`src/rtl/core/bjq_pkg.sv`:
```
// Shared types and constants for the bounded job queue with deadlines.
// No dependencies; every other file of the block but bjq_if imports this package.
package bjq_pkg;

    localparam int Q_DEPTH = 4;
    localparam int PTR_W   = (Q_DEPTH > 1) ? $clog2(Q_DEPTH) : 1;
    localparam int CNT_W   = $clog2(Q_DEPTH + 1);

    localparam logic REQ_ARRIVE  = 1'b0;
    localparam logic REQ_ADVANCE = 1'b1;

    typedef enum logic [1:0] {
        OUT_DONE  = 2'd0,
        OUT_ABORT = 2'd1,
        OUT_DROP  = 2'd2
    } t_outcome;

    typedef enum logic {
        ALU_ADD = 1'b0,
        ALU_SUB = 1'b1
    } t_alu_op;

    typedef struct packed {
        logic [15:0] id;
        logic [31:0] arrival;
        logic [15:0] duration;
        logic [31:0] deadline;
        logic [31:0] start;
    } t_entry;

    typedef struct packed {
        logic push;
        logic pop;
        logic set_start;
    } t_store_ctl;

endpackage

```
`src/rtl/core/bjq_if.sv`:
```
// Request and result channel interfaces for the job queue.
// Depends on nothing; payload widths follow the block's fields.
interface bjq_in_if;
    logic        valid;
    logic        ready;
    logic        req_type;
    logic [15:0] job_id;
    logic [15:0] duration;
    logic [31:0] deadline;

    modport source (output valid, req_type, job_id, duration, deadline, input ready);
    modport sink   (input valid, req_type, job_id, duration, deadline, output ready);
endinterface

interface bjq_out_if;
    logic        valid;
    logic        ready;
    logic [1:0]  outcome;
    logic [15:0] done_id;
    logic [31:0] event_time;
    logic [31:0] delay;
    logic        last;

    modport source (output valid, outcome, done_id, event_time, delay, last, input ready);
    modport sink   (input valid, outcome, done_id, event_time, delay, last, output ready);
endinterface

```
`src/rtl/core/bounded_job_queue_with_timeouts_unit.sv`:
```
// Channel   Dir  Payload                                        Request taken when
// i_req     in   req_type, job_id, duration, deadline           valid & ready
// o_res     out  outcome, done_id, event_time, delay, last      valid & ready
//
// Arrival: queued from idle, or, on a full queue, dropped through the result register.
// Advance: time + 1, then idle again on an empty queue; else the head is checked for done,
// then for deadline abort, and each ended job gives a result, all on one shared add/sub unit.
// Reset (i_rst_n low, synchronous): time = 1, queue empty, no result pending.
// A stalled o_res holds the sequencer in its emit step; i_req stays not ready.
// Top level of the job queue; depends on bjq_pkg, bjq_if, bjq_alu,
// bjq_store and bjq_seq.
module bounded_job_queue_with_timeouts_unit
    import bjq_pkg::*;
(
    input  logic      i_clk,
    input  logic      i_rst_n,
    bjq_in_if.sink    i_req,
    bjq_out_if.source o_res
);

    t_store_ctl  ctl;
    t_entry      new_entry;
    t_entry      head;
    logic [31:0] start_val;
    logic        empty;
    logic        full;
    logic [31:0] alu_a;
    logic [31:0] alu_b;
    t_alu_op     alu_op;
    logic [31:0] alu_y;
    logic        alu_ge;

    bjq_alu u_alu (
        .i_a  (alu_a),
        .i_b  (alu_b),
        .i_op (alu_op),
        .o_y  (alu_y),
        .o_ge (alu_ge)
    );

    bjq_store u_store (
        .i_clk   (i_clk),
        .i_rst_n (i_rst_n),
        .i_ctl   (ctl),
        .i_new   (new_entry),
        .i_start (start_val),
        .o_head  (head),
        .o_empty (empty),
        .o_full  (full)
    );

    bjq_seq u_seq (
        .i_clk        (i_clk),
        .i_rst_n      (i_rst_n),
        .i_in_valid   (i_req.valid),
        .o_in_ready   (i_req.ready),
        .i_req_type   (i_req.req_type),
        .i_job_id     (i_req.job_id),
        .i_duration   (i_req.duration),
        .i_deadline   (i_req.deadline),
        .o_res_valid  (o_res.valid),
        .i_res_ready  (o_res.ready),
        .o_outcome    (o_res.outcome),
        .o_done_id    (o_res.done_id),
        .o_event_time (o_res.event_time),
        .o_delay      (o_res.delay),
        .o_last       (o_res.last),
        .o_ctl        (ctl),
        .o_new        (new_entry),
        .o_start      (start_val),
        .i_head       (head),
        .i_empty      (empty),
        .i_full       (full),
        .o_alu_a      (alu_a),
        .o_alu_b      (alu_b),
        .o_alu_op     (alu_op),
        .i_alu_y      (alu_y),
        .i_alu_ge     (alu_ge)
    );

endmodule

```
`src/rtl/core/bjq_alu.sv`:
```
// Shared 32-bit add/subtract unit with unsigned compare flag.
// Depends on bjq_pkg (t_alu_op).
module bjq_alu
    import bjq_pkg::*;
(
    input  logic [31:0] i_a,
    input  logic [31:0] i_b,
    input  t_alu_op     i_op,
    output logic [31:0] o_y,
    output logic        o_ge
);

    logic [31:0] b_eff;
    logic [32:0] sum;

    assign b_eff = (i_op == ALU_SUB) ? ~i_b : i_b;
    assign sum   = {1'b0, i_a} + {1'b0, b_eff} + {32'd0, (i_op == ALU_SUB)};
    assign o_y   = sum[31:0];
    // carry out of a - b means a >= b (unsigned)
    assign o_ge  = sum[32];

endmodule

```
`src/rtl/core/bjq_store.sv`:
```
// Circular job store: entries, head pointer and fill count.
// Depends on bjq_pkg (t_entry, t_store_ctl, depth constants).
module bjq_store
    import bjq_pkg::*;
(
    input  logic        i_clk,
    input  logic        i_rst_n,
    input  t_store_ctl  i_ctl,
    input  t_entry      i_new,
    input  logic [31:0] i_start,
    output t_entry      o_head,
    output logic        o_empty,
    output logic        o_full
);

    t_entry             r_q [Q_DEPTH];
    logic [PTR_W-1:0]   r_head;
    logic [CNT_W-1:0]   r_count;
    logic [CNT_W:0]     tail_sum;
    logic [PTR_W-1:0]   tail;
    logic [PTR_W-1:0]   head_inc;

    assign tail_sum = {{(CNT_W + 1 - PTR_W){1'b0}}, r_head} + {1'b0, r_count};
    always_comb begin
        if (tail_sum >= (CNT_W + 1)'(Q_DEPTH)) begin
            tail = PTR_W'(tail_sum - (CNT_W + 1)'(Q_DEPTH));
        end else begin
            tail = PTR_W'(tail_sum);
        end
    end

    assign head_inc = (r_head == PTR_W'(Q_DEPTH - 1)) ? '0 : r_head + PTR_W'(1);

    always_ff @(posedge i_clk) begin
        if (!i_rst_n) begin
            r_head  <= '0;
            r_count <= '0;
        end else if (i_ctl.push) begin
            r_count <= r_count + CNT_W'(1);
        end else if (i_ctl.pop) begin
            r_head  <= head_inc;
            r_count <= r_count - CNT_W'(1);
        end
    end

    // entry payload has no reset; only written slots are ever read
    always_ff @(posedge i_clk) begin
        if (i_ctl.push) begin
            r_q[tail] <= i_new;
        end
        if (i_ctl.set_start) begin
            r_q[r_head].start <= i_start;
        end
    end

    assign o_head  = r_q[r_head];
    assign o_empty = (r_count == '0);
    assign o_full  = (r_count == CNT_W'(Q_DEPTH));

endmodule

```
`src/rtl/core/bjq_seq.sv`:
```
// Sequencer: walks each request through the shared ALU, drives the store
// and holds the result output register. Depends on bjq_pkg.
module bjq_seq
    import bjq_pkg::*;
(
    input  logic        i_clk,
    input  logic        i_rst_n,
    input  logic        i_in_valid,
    output logic        o_in_ready,
    input  logic        i_req_type,
    input  logic [15:0] i_job_id,
    input  logic [15:0] i_duration,
    input  logic [31:0] i_deadline,
    output logic        o_res_valid,
    input  logic        i_res_ready,
    output logic [1:0]  o_outcome,
    output logic [15:0] o_done_id,
    output logic [31:0] o_event_time,
    output logic [31:0] o_delay,
    output logic        o_last,
    output t_store_ctl  o_ctl,
    output t_entry      o_new,
    output logic [31:0] o_start,
    input  t_entry      i_head,
    input  logic        i_empty,
    input  logic        i_full,
    output logic [31:0] o_alu_a,
    output logic [31:0] o_alu_b,
    output t_alu_op     o_alu_op,
    input  logic [31:0] i_alu_y,
    input  logic        i_alu_ge
);

    typedef enum logic [2:0] {
        S_IDLE, S_START, S_ELAP, S_DCMP, S_DL, S_RES, S_LOOP, S_EMIT
    } t_state;

    t_state      r_state, n_state;
    logic [31:0] r_now, n_now;
    logic        r_busy, n_busy;
    logic [31:0] r_tmp, n_tmp;
    t_outcome    r_kind, n_kind;
    logic        r_more, n_more;
    logic        r_held, n_held;
    t_outcome    r_res_outcome, n_res_outcome;
    logic [15:0] r_res_id, n_res_id;
    logic [31:0] r_res_time, n_res_time;
    logic [31:0] r_res_delay, n_res_delay;
    logic        r_o_valid, n_o_valid;
    logic [1:0]  r_o_outcome, n_o_outcome;
    logic [15:0] r_o_id, n_o_id;
    logic [31:0] r_o_time, n_o_time;
    logic [31:0] r_o_delay, n_o_delay;
    logic        r_o_last, n_o_last;
    logic        out_free;
    logic        more;

    assign out_free   = !r_o_valid || i_res_ready;
    assign o_in_ready = (r_state == S_IDLE);
    assign o_start    = r_now;

    always_comb begin
        o_new.id       = i_job_id;
        o_new.arrival  = r_now;
        o_new.duration = i_duration;
        o_new.deadline = i_deadline;
        o_new.start    = '0;
    end

    // idle head at or past its deadline gets aborted
    assign more = !i_empty && !r_busy && i_alu_ge;

    always_comb begin
        n_state       = r_state;
        n_now         = r_now;
        n_busy        = r_busy;
        n_tmp         = r_tmp;
        n_kind        = r_kind;
        n_more        = r_more;
        n_held        = r_held;
        n_res_outcome = r_res_outcome;
        n_res_id      = r_res_id;
        n_res_time    = r_res_time;
        n_res_delay   = r_res_delay;
        n_o_valid     = r_o_valid;
        n_o_outcome   = r_o_outcome;
        n_o_id        = r_o_id;
        n_o_time      = r_o_time;
        n_o_delay     = r_o_delay;
        n_o_last      = r_o_last;
        o_ctl         = '0;
        o_alu_a       = r_now;
        o_alu_b       = 32'd1;
        o_alu_op      = ALU_ADD;

        if (r_o_valid && i_res_ready) begin
            n_o_valid = 1'b0;
        end

        unique case (r_state)
            S_IDLE: begin
                if (i_in_valid) begin
                    if (i_req_type == REQ_ADVANCE) begin
                        n_state = S_START;
                    end else if (i_full) begin
                        n_res_outcome = OUT_DROP;
                        n_res_id      = i_job_id;
                        n_res_time    = r_now;
                        n_res_delay   = '0;
                        n_more        = 1'b0;
                        n_state       = S_EMIT;
                    end else begin
                        o_ctl.push = 1'b1;
                    end
                end
            end
            S_START: begin
                // ALU: now + 1
                n_now = i_alu_y;
                if (!i_empty) begin
                    if (!r_busy) begin
                        o_ctl.set_start = 1'b1;
                        n_busy          = 1'b1;
                    end
                    n_state = S_ELAP;
                end else begin
                    n_held  = 1'b0;
                    n_state = S_LOOP;
                end
            end
            S_ELAP: begin
                o_alu_a  = r_now;
                o_alu_b  = i_head.start;
                o_alu_op = ALU_SUB;
                n_tmp    = i_alu_y;
                n_state  = S_DCMP;
            end
            S_DCMP: begin
                o_alu_a  = r_tmp;
                o_alu_b  = {16'd0, i_head.duration};
                o_alu_op = ALU_SUB;
                if (i_alu_ge) begin
                    n_kind  = OUT_DONE;
                    n_state = S_RES;
                end else begin
                    n_state = S_DL;
                end
            end
            S_DL: begin
                o_alu_a  = i_head.deadline;
                o_alu_b  = r_now;
                o_alu_op = ALU_SUB;
                if (i_alu_y == '0) begin
                    n_kind  = OUT_ABORT;
                    n_state = S_RES;
                end else begin
                    n_held  = 1'b0;
                    n_state = S_LOOP;
                end
            end
            S_RES: begin
                o_alu_a  = (r_kind == OUT_DONE) ? i_head.start : r_now;
                o_alu_b  = i_head.arrival;
                o_alu_op = ALU_SUB;
                n_res_outcome = r_kind;
                n_res_id      = i_head.id;
                n_res_time    = r_now;
                n_res_delay   = i_alu_y;
                o_ctl.pop     = 1'b1;
                n_busy        = 1'b0;
                n_held        = 1'b1;
                n_state       = S_LOOP;
            end
            S_LOOP: begin
                o_alu_a  = r_now;
                o_alu_b  = i_head.deadline;
                o_alu_op = ALU_SUB;
                if (r_held) begin
                    // next abort decides whether the held result is the last
                    n_more  = more;
                    n_state = S_EMIT;
                end else if (more) begin
                    n_kind  = OUT_ABORT;
                    n_state = S_RES;
                end else begin
                    n_state = S_IDLE;
                end
            end
            S_EMIT: begin
                if (out_free) begin
                    n_o_valid   = 1'b1;
                    n_o_outcome = r_res_outcome;
                    n_o_id      = r_res_id;
                    n_o_time    = r_res_time;
                    n_o_delay   = r_res_delay;
                    n_o_last    = !r_more;
                    n_held      = 1'b0;
                    if (r_more) begin
                        n_kind  = OUT_ABORT;
                        n_state = S_RES;
                    end else begin
                        n_state = S_IDLE;
                    end
                end
            end
            default: n_state = S_IDLE;
        endcase
    end

    always_ff @(posedge i_clk) begin
        if (!i_rst_n) begin
            r_state   <= S_IDLE;
            r_now     <= 32'd1;
            r_busy    <= 1'b0;
            r_held    <= 1'b0;
            r_more    <= 1'b0;
            r_o_valid <= 1'b0;
        end else begin
            r_state   <= n_state;
            r_now     <= n_now;
            r_busy    <= n_busy;
            r_held    <= n_held;
            r_more    <= n_more;
            r_o_valid <= n_o_valid;
        end
        r_tmp         <= n_tmp;
        r_kind        <= n_kind;
        r_res_outcome <= n_res_outcome;
        r_res_id      <= n_res_id;
        r_res_time    <= n_res_time;
        r_res_delay   <= n_res_delay;
        r_o_outcome   <= n_o_outcome;
        r_o_id        <= n_o_id;
        r_o_time      <= n_o_time;
        r_o_delay     <= n_o_delay;
        r_o_last      <= n_o_last;
    end

    assign o_res_valid  = r_o_valid;
    assign o_outcome    = r_o_outcome;
    assign o_done_id    = r_o_id;
    assign o_event_time = r_o_time;
    assign o_delay      = r_o_delay;
    assign o_last       = r_o_last;

endmodule
```
`src/flat_wrapper.sv`:
```
// flat-port wrapper written by rule: the top's interface ports become plain ports
module bounded_job_queue_with_timeouts_unit_flat import bjq_pkg::*;
  (i_clk, i_rst_n, i_req_valid, i_req_req_type, i_req_job_id, i_req_duration, i_req_deadline, i_req_ready, o_res_valid, o_res_outcome, o_res_done_id, o_res_event_time, o_res_delay, o_res_last, o_res_ready);
  bjq_in_if i_req_i ();
  bjq_out_if o_res_i ();
  input  logic i_clk;
  input  logic i_rst_n;
  input wire logic [$bits(i_req_i.valid)-1:0] i_req_valid;
  input wire logic [$bits(i_req_i.req_type)-1:0] i_req_req_type;
  input wire logic [$bits(i_req_i.job_id)-1:0] i_req_job_id;
  input wire logic [$bits(i_req_i.duration)-1:0] i_req_duration;
  input wire logic [$bits(i_req_i.deadline)-1:0] i_req_deadline;
  output wire logic [$bits(i_req_i.ready)-1:0] i_req_ready;
  output wire logic [$bits(o_res_i.valid)-1:0] o_res_valid;
  output wire logic [$bits(o_res_i.outcome)-1:0] o_res_outcome;
  output wire logic [$bits(o_res_i.done_id)-1:0] o_res_done_id;
  output wire logic [$bits(o_res_i.event_time)-1:0] o_res_event_time;
  output wire logic [$bits(o_res_i.delay)-1:0] o_res_delay;
  output wire logic [$bits(o_res_i.last)-1:0] o_res_last;
  input wire logic [$bits(o_res_i.ready)-1:0] o_res_ready;
  assign i_req_i.valid = i_req_valid;
  assign i_req_i.req_type = i_req_req_type;
  assign i_req_i.job_id = i_req_job_id;
  assign i_req_i.duration = i_req_duration;
  assign i_req_i.deadline = i_req_deadline;
  assign i_req_ready = i_req_i.ready;
  assign o_res_valid = o_res_i.valid;
  assign o_res_outcome = o_res_i.outcome;
  assign o_res_done_id = o_res_i.done_id;
  assign o_res_event_time = o_res_i.event_time;
  assign o_res_delay = o_res_i.delay;
  assign o_res_last = o_res_i.last;
  assign o_res_i.ready = o_res_ready;
  bounded_job_queue_with_timeouts_unit u_core (.i_clk(i_clk), .i_rst_n(i_rst_n), .i_req(i_req_i), .o_res(o_res_i));
endmodule
```
`config.mk`:
```
export PLATFORM = sky130hd
export DESIGN_NAME = bounded_job_queue_with_timeouts_unit_flat
export DESIGN_NICKNAME = d
export VERILOG_FILES = /design/src/rtl/core/bjq_pkg.sv /design/src/rtl/core/bjq_if.sv /design/src/rtl/core/bounded_job_queue_with_timeouts_unit.sv /design/src/rtl/core/bjq_alu.sv /design/src/rtl/core/bjq_store.sv /design/src/rtl/core/bjq_seq.sv /design/src/flat_wrapper.sv
export SDC_FILE = /design/constraint.sdc
export NUM_CORES = 1
export LEC_CHECK = 0
export BUFFER_PORTS_ARGS = -buffer_cell sky130_fd_sc_hd__buf_4
export CORE_AREA = 4 4 271 406
export CTS_CLUSTER_SIZE = 8
export DETAILED_ROUTE_END_ITERATION = 6
export DIE_AREA = 0 0 275 410
export PLACE_DENSITY = 0.55
export SYNTH_ARGS = -nofsm -noshare
export SYNTH_HDL_FRONTEND = slang
export SYNTH_SLANG_ARGS = --single-unit
```
`constraint.sdc`:
```
create_clock -name i_clk -period 12.65 [get_ports i_clk]
set_input_delay 0.6325 -clock i_clk [delete_from_list [all_inputs] [get_ports i_clk]]
set_output_delay 0.6325 -clock i_clk [all_outputs]
set_load 0.01 [all_outputs]
```
# Yosys cells after proc, flatten, opt, wreduce, memory -nomap -nowiden
# Memories as Yosys holds them, arrays and structs flattened. A register that Yosys moved wholly into a read port is not among the register bits.
# Cells that the tools add are included.
# totals
elab_cells,155
regBits,243
n_memories,1
ramBits,512
input_bits,69
# memory_table
name,words,word_bits,rd,rd_ports_with_merged_regs,wr,line_no,source
u_core.u_store.r_q,4,128,1,1,1,bjq_store.sv:16,t_entry r_q [Q_DEPTH];
# op_classes
addsub,7
n_eq_ne,23
bitwise,2
n_lt_le_gt_ge,1
muxes,74
reduce_logical,28
# op_table
operator,count
32-bit two-way mux,8
32-bit one-hot mux with 5 select lines,1
128-bit two-way mux,1
32-bit one-hot mux with 2 select lines,2
128-bit OR reduction,1
32-bit one-hot mux with 3 select lines,1
16-bit two-way mux,3
32-bit by 32-bit adder with 33-bit output,1
33-bit by 1-bit adder with 33-bit output,1
32-bit logical NOT,1
2-bit two-way mux,16
32-bit inverter,1
16-bit one-hot mux with 2 select lines,1
3-bit two-way mux,10
1-bit two-way mux,25
3-bit one-hot mux with 8 select lines,1
2-bit inequality test (second input constant),11
3-bit == test (second input constant),5
2-bit one-hot mux with 4 select lines,1
4-bit AND reduction,2
2-bit nonzero test,4
4-bit nonzero test,2
7-bit AND reduction,1
3-bit by 2-bit == test with 1-bit output (second input constant),2
23 further kinds,33

# Logic depth before layout (Yosys ltp)
# Gate-level depths: netlist (run 1).
# logic_depth
depth_word,10
ltp_mapped,21
depth_no_buf,17

# Modules after synthesis
# Synthesis (run 1) repeated with hierarchy kept, for this count alone.
# unflattened
hier_cells,2362
hier_area_um2,33955.1
# by_module_without_submodules
mod,cells_per_inst,area_per_inst_um2,seq_area_each_um2,n_inst
bjq_store,1152,20913.8,15514.9,1
bjq_seq,910,10940.5,6726.5,1
bjq_alu,300,2100.8,0.0,1

# Worst setup path after synthesis (run 1)
# OpenSTA, ideal clock, no wires.
# synth_timing
path_kind,register -> register
start,register u_core.u_seq.r_state[0]
end,"memory u_core.u_store.r_q[0][100] (netlist bit), enable pin"
n_path_buf,1
stages_incl_launch_ff,8
setup_time_ns,0.668
t_required_ns,11.982
slack_ns,4.013
arrival_time_ns,7.969
path_cell_list,dfxtp_1 clkbuf_1 nand2b_1 nor2_1 nand2_1 nand2_1 xnor2_1 nor3_1
# synth_via
elab_chain_cells,6
word_cells_on_any_way,11
# synth_rtl
item,line_no,source
start: declaration,bjq_seq.sv:38,"t_state r_state, n_state;"
start signal: assignment,bjq_seq.sv:219,r_state <= n_state;
3-bit by 1-bit == test with 1-bit output,bjq_seq.sv:100,unique case (r_state)
1-bit two-way mux,bjq_seq.sv:100,
1-bit two-way mux,bjq_store.sv:51,if (i_ctl.set_start) begin
1-bit two-way mux (not written as such),bjq_store.sv:52,r_q[r_head].start <= i_start;
128-bit OR reduction (no line),--,
2-bit two-way mux (no line),--,
end: declaration,bjq_store.sv:16,
# Parallel ways exist; a longest one is shown, timed or not.

==> flow_summary.yaml, run 1 <==
status:
  outcome: "finished clean"
synthesis:
  synth_edf_count: 710
  ys_seq_area_share_pct: 70.0
  synthArstFlopShare_pct: 0
  syn_nets: 2144
  synth_area_um2: 31800
  syn_inst: 2040
  synth-seq-cells: 756
  yosysWarnings: 0
  syn_area_per_cell_um2: 15.6
  synth_cell_types: 67
  dominantRegCellSynth: "edfxtp_1"
global_routing:
  grt_start_max_net_pins: 98
  grt_util_all_layers_pct: 16.5
  grt_overflow_total: 0
  first_global_vias: 19900
  grt_pass1_wl_mm: 137
  antenna_found_initial: 2
clocking:
  clock-sinks: 756
  numCtsBuffers: 105
  cts_tree: "yes"
  post-cts-setup-buffers: 0
  clockBufferDepth: 3
  cts-root-buf: "clkbuf_16"
  clock_latency_ns: 0.71
  hold_buffers: 0
  cts_max_level: 3
  clkTransAtPathRegs_ns: 0.05
  cts_resized: 0
finish:
  regArea_um2: 22300
  drive_above_1_share_pct: 20.8
  fillers: 10200
  multiInputGateArea_um2: 9020
  area.growth.synth_to_final_pct: 18.4
  nNetsFinal: 2327
critical_path:
  cp_common_cell: "a21oi_1"
  critPathLaunchType: "register"
  path_class: "reg -> reg"
  cp.required_ns: 13.04
  cpPeakStageDelay_ns: 0.91
  regToRegEndpoint: "u_core.u_seq.r_kind[0]"
  arrival_ns: 7.18
  path_cells: "buf_4 > mux4_2 > a221oi_1 > a31oi_1 > nor2_1 > ha_1 > a21oi_1 > o21ai_0 > a21oi_1 > o211ai_1 > o31ai_1 > o221ai_1 > xor2_1 > nor4_2 > nand3_1 > a22oi_1"
  cp_slowest_cell: "dfxtp_4"
  rrSetupSlack_ns: 5.86
  r2r_cells: 16
  crit_path_end_kind: "register"
  path_max_fanout: 54
sta:
  setup_violations: 0
  fin_tns_setup_ns: 0
  hold_violations: 0
  clock_skew_ns: 0.0334
  slew_violations: 0
  finalCriticalPeriod_ns: 6.79
  rsz0062_at_grt: "no"
  fmax_ghz: 0.147
  whs_ns: 0.212
  tightest_slew_ns: 1.25
  slew_headroom_pct: 16.8
  fin_crit_sh_pct: 53.7
flow_run:
  max-cap-violations: 0
place:
  gp_congestion: 0.927
  numPortBuffers: 153
  dp_hpwl_mm: 60.8
power_and_ir_drop:
  seqPwrFrac_pct: 41.0
  switching_share_pct: 34.2
  p_leak_nw: 12.8
  peakVddDrop_v: 0.000106
  power.internal_mw: 5.42
  p_comb_share_pct: 27.8
  switching_power_mw: 2.82
  pwr-share-clk_pct: 31.2
  powerDensity_nw_per_um2: 219
routing:
  postRouteAntennaNets: 0
  drc: 0
  drt_first_pass_iters: 6
  first_iter_violations: 1896
  routed_wl_mm: 93.9
  post_drt_wl_per_cell_um: 25.4
  via_per_inst: 5.15
  num_vias: 19000
floorplan:
  die_w_um: 275
  initial_utilization_pct: 29.8
  rows: 147
  die_y_um: 410
  core-area_um2: 107000
  num_io_pins: 154
  dieArea_um2: 113000
worst_hold_path:
  min_to: "u_core.u_seq.r_res_id[9]"
  min_path_cells: 3
  min_from: "i_req_job_id[9]"
  min_path_type: "in -> reg"
[per-layer routing]
metal	GRT usage [%]	share of wire (%)	up-vias
met1	21.0	40	9757
li1	-	-	8330
met5	0	0	-
met4	6.70	3.7	0
met3	3.42	6.7	172
met2	27.6	49	761
[cells by family after synthesis]
kind of cell / after synthesis / synth area share (%)
AOI/OAI and AO/OA: 357 / 7.79
muxes: 135 / 9.31
DFF: 756 / 70.0
adders and majority gates: 35 / 1.43
buffers and inverters: 154 / 1.86
xor gates and xnor gates: 26 / 0.740
and+or+nand+nor: 577 / 8.85
[stage by stage]
step | instance area, µm² | util [%] | setup slack (ns) | std cells | power (mW)
after floorplan | 31800 | - | 4.01 | 2040 | 4.76
after global placement | 34600 | 32.5 | 5.81 | 3531 | 5.68
after detailed placement | 34600 | 32.5 | 5.92 | 3531 | 5.69
after CTS | 37600 | 35.3 | 5.91 | 3694 | 8.31
after global routing | 37600 | 35.3 | 5.64 | 3694 | 8.60
final | 37600 | 35.3 | 5.86 | 3695 | 8.24
[registers in the layout, summed over array words and instances, names as in the netlist, 2 cells and up, named ones only]
register / count
u_core.u_store.r_q: 512
u_core.u_seq.o_delay: 32
u_core.u_seq.o_event_time: 32
u_core.u_seq.o_start: 32
u_core.u_seq.r_res_delay: 32
u_core.u_seq.r_res_time: 32
u_core.u_seq.r_tmp: 32
u_core.u_seq.o_done_id: 16
u_core.u_seq.r_res_id: 16
u_core.u_seq.r_state: 3
u_core.u_store.r_count: 3
u_core.u_seq.o_outcome: 2
u_core.u_seq.r_res_outcome: 2
u_core.u_store.r_head: 2
[worst max-delay path by stage]
stage | start | endpoint | slack (ns) | cells after the start
finish | register | u_core.u_seq.r_kind[0] | 5.86 | 16
global placement | register | u_core.u_seq.r_kind[0] | 5.81 | 15
floorplan | u_core.u_seq.r_state[0] | u_core.u_store.r_q[0][100] | 4.01 | 7
detailed placement | register | u_core.u_seq.r_kind[0] | 5.92 | 16
CTS | register | u_core.u_seq.r_kind[0] | 5.91 | 16
global route | register | u_core.u_seq.r_kind[0] | 5.64 | 17
[power by group through the flow]
stage | clock, mW | sequential, mW | combinational [mW]
global route | 2.75 | 3.39 | 2.46
global placement | 0 | 3.41 | 2.27
CTS | 2.65 | 3.38 | 2.29
detailed placement | 0 | 3.42 | 2.27
floorplan | 0 | 3.33 | 1.43
finish | 2.57 | 3.38 | 2.29
[cell usage in the layout (no fill, tap or decap), types with 33 or more instances in the layout]
master	Yosys	routed
dfxtp_1	46	42
clkbuf_1	90	48
and3_1	40	40
a21oi_1	83	82
nor2_1	93	84
edfxtp_1	710	710
and2_1	129	129
buf_4	0	192
o21ai_0	70	70
nand2_1	226	225
mux4_2	128	128
inv_1	37	37
clkbuf_16	0	105
ha_1	33	33
[worst max-delay path, delay by kind of cell (launching register included)]
kind	cells	cell delay, ns
AOI/OAI and AO/OA	9	3.20
DFF	1	0.91
buffers and inverters	1	0.65
and+or+nand+nor	3	0.61
muxes	1	0.46
adders and majority gates	1	0.32
xor gates and xnor gates	1	0.25
[final cells by class]
class / instances / share of cell area (%)
clock buffers: 154 / 7.50
clock inverters: 9 / 0.446
repair buffers: 192 / 3.83
flip-flops and latches: 756 / 59.2
well taps: 1415 / 4.71
multi-input cells: 1130 / 24.0
inverters: 38 / 0.379
diodes: 1 / 0.00665
[cells in the mapped netlist (19+ instances only)]
cell	number	area [µm²]
a221oi_1	19	166
a21boi_0	20	150
a21oi_1	83	415
and2_1	129	807
buf_1	21	78.8
mux4_2	128	2880
clkbuf_1	90	338
a222oi_1	31	310
dfxtp_1	46	921
o21ai_0	70	350
edfxtp_1	710	21300
nand2_1	226	848
and3_1	40	250
ha_1	33	413
inv_1	37	139
nor2_1	93	349
(Power assumes the default switching activity.)
==> inputs of run 2 (changes only) <==
clock period = 6.5 ns   (was 12.65 ns; I/O delays follow)
==> run 2 against run 1 <==
Register-to-register slack worse by 5.1 ns; worst setup slack worse by 5.1 ns; sequential cell count did not move; sequential power grew 94%; fmax is 17% higher.
==> flow_summary.yaml, run 2 (synthesized netlist as in run 1, its figures left out) <==
routing:
  drt_first_pass_iters: 6
  post_drt_wl_per_cell_um: 23.7
  routed_wl_mm: 90.3
  first_iter_violations: 1909
  postRouteAntennaNets: 0
  num_vias: 19200
  drc: 0
  via_per_inst: 5.04
critical_path:
  rrSetupSlack_ns: 0.72
  crit_path_end_kind: "register"
  path_buf_inv: 2
  arrival_ns: 6.17
  path_class: "reg -> reg"
  critPathLaunchType: "register"
  cp_slowest_cell: "dfxtp_4"
  path_cells: "buf_12 > buf_12 > mux4_2 > a222oi_1 > nand2_1 > ha_1 > a21oi_1 > o21ai_0 > o32ai_1 > a21oi_1 > mux2_2 > nand2_1 > nand3_1 > nor4_2 > nand3_1 > a22oi_1"
  path_max_fanout: 56
  r2r_cells: 16
  cp.required_ns: 6.89
  crit_family: "compound AO/OA/AOI/OAI gates"
  cpPeakStageDelay_ns: 0.60
  regToRegEndpoint: "u_core.u_seq.r_kind[0]"
global_routing:
  first_global_vias: 20200
  grt_pass1_wl_mm: 135
  grt_util_all_layers_pct: 15.9
  grt_overflow_total: 0
  antenna_found_initial: 3
  grt_start_max_net_pins: 97
place:
  placed_cell_area_um2: 35100
  gp_congestion: 0.879
  numPortBuffers: 153
  dp_hpwl_mm: 60.7
  placed_cells: 3575
clocking:
  cts_max_level: 3
  hold_buffers: 57
  numCtsBuffers: 105
  clock-sinks: 756
  cts-root-buf: "clkbuf_16"
  cts_tree: "yes"
  clock_latency_ns: 0.72
  post-cts-setup-buffers: 0
  clockBufferDepth: 3
  cts_resized: 0
  clkTransAtPathRegs_ns: 0.06
worst_hold_path:
  min_path_type: "in -> reg"
  min_path_cells: 2
  min_to: "u_core.u_store.r_q[3][49]"
  min_from: "i_req_deadline[17]"
finish:
  largest_register_ff_count: 512
  final_cells: 3804
  regMostFlops: "u_core.u_store.r_q"
  utilization_pct: 36.3
  nNetsFinal: 2428
  final_common_cell: "edfxtp_1"
  drive_above_1_share_pct: 21.6
  area.growth.synth_to_final_pct: 21.9
  final_cell_mix: "edfxtp_1, buf_4, nand2_1"
  antenna_cells: 0
  stdcell_area_um2: 38700
  fillers: 10100
sta:
  slew_violations: 0
  fin_tns_setup_ns: 0
  setup_violations: 0
  clock_skew_ns: 0.0679
  rsz0062_at_grt: "no"
  hold_violations: 0
  finalCriticalPeriod_ns: 5.78
  tightest_slew_ns: 1.22
  fin_crit_sh_pct: 89.0
  fmax_ghz: 0.173
  slew_headroom_pct: 18.4
power_and_ir_drop:
  power_mw: 16.3
  p_leak_nw: 13.3
  powerDensity_nw_per_um2: 420
  peakVddDrop_v: 0.000213
status:
  outcome: "finished clean"
floorplan:
  num_io_pins: 154
  core-area_um2: 107000
  initial_utilization_pct: 29.8
  rows: 147
  dieArea_um2: 113000
  die_y_um: 410
  die_w_um: 275
flow_run:
  max-cap-violations: 0
## run 2: cell type report
class / count / area (µm²) / area share, %
Inverter: 38 / 143 / 0.368
Timing Repair Buffer: 293 / 2470 / 6.37
Sequential cell: 756 / 22300 / 57.5
Multi-Input combinational cell: 1130 / 9040 / 23.3
Clock buffer: 163 / 2870 / 7.40
Clock inverter: 9 / 188 / 0.485
Tap cell: 1415 / 1770 / 4.57
## run 2: how the worst max path moves through the flow
| stage | startpoint | to | slack, ns | cells after the start |
|---|---|---|---|---|
| after global placement | register | u_core.u_seq.r_kind[0] | 0.71 | 16 |
| after detailed placement | register | u_core.u_seq.r_kind[0] | 0.71 | 16 |
| after global routing | register | u_core.u_seq.r_kind[0] | 0.27 | 16 |
| after CTS | register | u_core.u_seq.r_kind[0] | 0.67 | 16 |
| final | register | u_core.u_seq.r_kind[0] | 0.72 | 16 |
| after floorplan | u_core.u_seq.r_state[0] | u_core.u_store.r_q[1][100] | 0.44 | 7 |
## run 2: where the power goes
| group | internal (mW) | switching, mW |
|---|---|---|
| combinational | 1.64 | 3.04 |
| clock | 3.01 | 2.04 |
| sequential | 6.19 | 0.366 |
| total | 10.8 | 5.44 |
## run 2: per-layer routing
metal / global-route usage [%] / vias to the layer above / wire, µm
met5: 0 / - / 0
met4: 6.16 / 0 / 2970
met3: 2.74 / 157 / 5300
met2: 26.6 / 707 / 44300
met1: 20.7 / 9800 / 37700
li1: - / 8518 / -
## run 2: stage by stage
| step | worst slack, ns | hold WS, ns |
|---|---|---|
| 6_report | 0.717 | 0.0484 |
| 5_1_grt | 0.272 | 0.0384 |
| 4_1_cts | 0.669 | 0.00281 |
| 3_5_place_dp | 0.713 | 0.405 |
| 3_3_place_gp | 0.712 | 0.402 |
| 2_1_floorplan | 0.440 | 0.400 |
==> inputs of run 3 (changes only) <==
PLACE_DENSITY = 0.56   (was 0.55)
clock period = 5.2 ns   (was 6.5 ns; I/O delays follow)
==> run 3 against run 2 <==
Total power is 32% higher; clock skew is 0.0042 ns lower; hold slack better by 0.035 ns; clock power is 25% higher; critical endpoint unchanged; sequential cell count stayed put.
==> flow_summary.yaml, run 3 (synthesized netlist as in run 1, its figures left out) <==
clocking:
  clockBufferDepth: 3
  cts-root-buf: "clkbuf_16"
  clock-sinks: 756
  cts_max_level: 3
  cts_tree: "yes"
  numCtsBuffers: 105
  clkTransAtPathRegs_ns: 0.06
  clock_latency_ns: 0.71
flow_run:
  max-cap-violations: 0
sta:
  hold_violations: 0
  fin_tns_setup_ns: 0
  setup_violations: 0
  tightest_slew_ns: 1.05
  slew_headroom_pct: 30.0
  layout_setup_ws_ns: 0.143
  clock_skew_ns: 0.0637
  fin_crit_sh_pct: 97.2
  finalCriticalPeriod_ns: 5.06
  fmax_ghz: 0.198
  slew_violations: 0
critical_path:
  arrival_ns: 5.47
  crit_path_end_kind: "register"
  critPathLaunchType: "register"
  cp.required_ns: 5.61
  path_class: "reg -> reg"
  path_max_fanout: 13
place:
  numPortBuffers: 153
  dp_slack_ns: -0.0447
  gp_congestion: 0.898
  dp_hpwl_mm: 63.4
global_routing:
  grt_overflow_total: 0
  first_global_vias: 20800
  grt_util_all_layers_pct: 16.6
  antenna_found_initial: 4
  grt_start_max_net_pins: 97
  grt_pass1_wl_mm: 139
finish:
  regArea_um2: 22300
  final_common_cell: "edfxtp_1"
  regMostFlops: "u_core.u_store.r_q"
  multiInputGateArea_um2: 9190
  drive_above_1_share_pct: 25.8
  fillers: 10100
  area.growth.synth_to_final_pct: 25.7
  nNetsFinal: 2546
  final_cell_mix: "edfxtp_1, buf_4, nand2_1"
  largest_register_ff_count: 512
floorplan:
  core-area_um2: 107000
  rows: 147
  die_w_um: 275
  num_io_pins: 154
  die_y_um: 410
  dieArea_um2: 113000
  initial_utilization_pct: 29.8
power_and_ir_drop:
  switching_power_mw: 7.27
  power.internal_mw: 14.2
  p_comb_share_pct: 32.3
  pwr-share-clk_pct: 29.5
  powerDensity_nw_per_um2: 538
  seqPwrFrac_pct: 38.2
  p_leak_nw: 13.9
  peakVddDrop_v: 0.000277
  switching_share_pct: 33.9
worst_hold_path:
  min_path_type: "in -> reg"
routing:
  first_iter_violations: 1893
  num_vias: 19700
  routed_wl_mm: 94.4
  drc: 0
  via_per_inst: 5.02
  drt_first_pass_iters: 6
  post_drt_wl_per_cell_um: 24.0
  postRouteAntennaNets: 0
status:
  outcome: "finished clean"
[run 3: power groups by stage]
stage	Sequential, mW	Clock (mW)	Combinational [mW]
2_1_floorplan	8.06	0	3.49
3_3_place_gp	8.30	0	6.64
3_5_place_dp	8.31	0	6.66
4_1_cts	8.20	6.51	6.76
5_1_grt	8.25	6.78	7.43
6_report	8.21	6.33	6.94
[run 3: what timing repair did]
item,in CTS,in global routing
resized for setup,2,38
cloned,0,1
setup endpoints to repair,1,4
buffers inserted,2,6
endpoints found under the hold margin,274,0
pin swaps,2,15
hold buffers,68,0
[run 3: through the flow]
stage	hold WS (ns)	util [%]	cell area, µm²	power, mW	cells
final	0.0834	37.4	39900	21.5	3928
after floorplan	0.400	-	31800	11.5	2040
after detailed placement	0.405	33.6	35900	15.0	3673
after CTS	0.0270	37.2	39700	21.5	3919
after global routing	0.0776	37.4	39900	22.5	3927
after global placement	0.401	33.6	35900	14.9	3673
[run 3: final timing paths]
| path | start | endpoint | slack (ns) | depth (start not counted) |
|---|---|---|---|---|
| worst max-delay path | register | u_core.u_seq.r_kind[0] | 0.14 | 17 |
| worst min-delay path | i_req_deadline[8] | u_core.u_store.r_q[3][40] | 0.08 | 2 |
| worst max register to register | register | u_core.u_seq.r_kind[0] | 0.14 | 17 |
| worst min register to register | u_core.u_seq.r_res_delay[4] | u_core.u_seq.o_delay[4] | 0.39 | 0 |
[run 3: critical path, cell delays in order, from the launching register on]
cell,delay (ns)
dfxtp_4,0.48
buf_4,0.17
buf_12,0.16
mux4_2,0.56
nand2_1,0.23
a31oi_1,0.12
nor2_1,0.14
ha_1,0.34
a21o_1,0.25
a221o_1,0.39
nand2_1,0.10
a21oi_1,0.07
or3_1,0.35
a2111oi_2,0.36
nand4_1,0.27
nor4_2,0.39
nand3_2,0.17
a22oi_2,0.21
[run 3: cell type report]
class	instances	share of cell area (%)
sequential	756	55.7
multi-input combinational	1130	23.0
timing repair buffer	411	8.77
clock buffer	167	7.17
tap	1415	4.44
clock inverter	9	0.502
inverter	38	0.357
antenna	2	0.0125
[run 3: metal layers]
layer,wire length [µm],vias to the layer above,GRT usage [%]
met3,5100,187,2.61
met4,3150,2,6.04
met1,39100,10100,21.2
li1,-,8775,-
met2,47100,680,28.3
met5,13,-,0
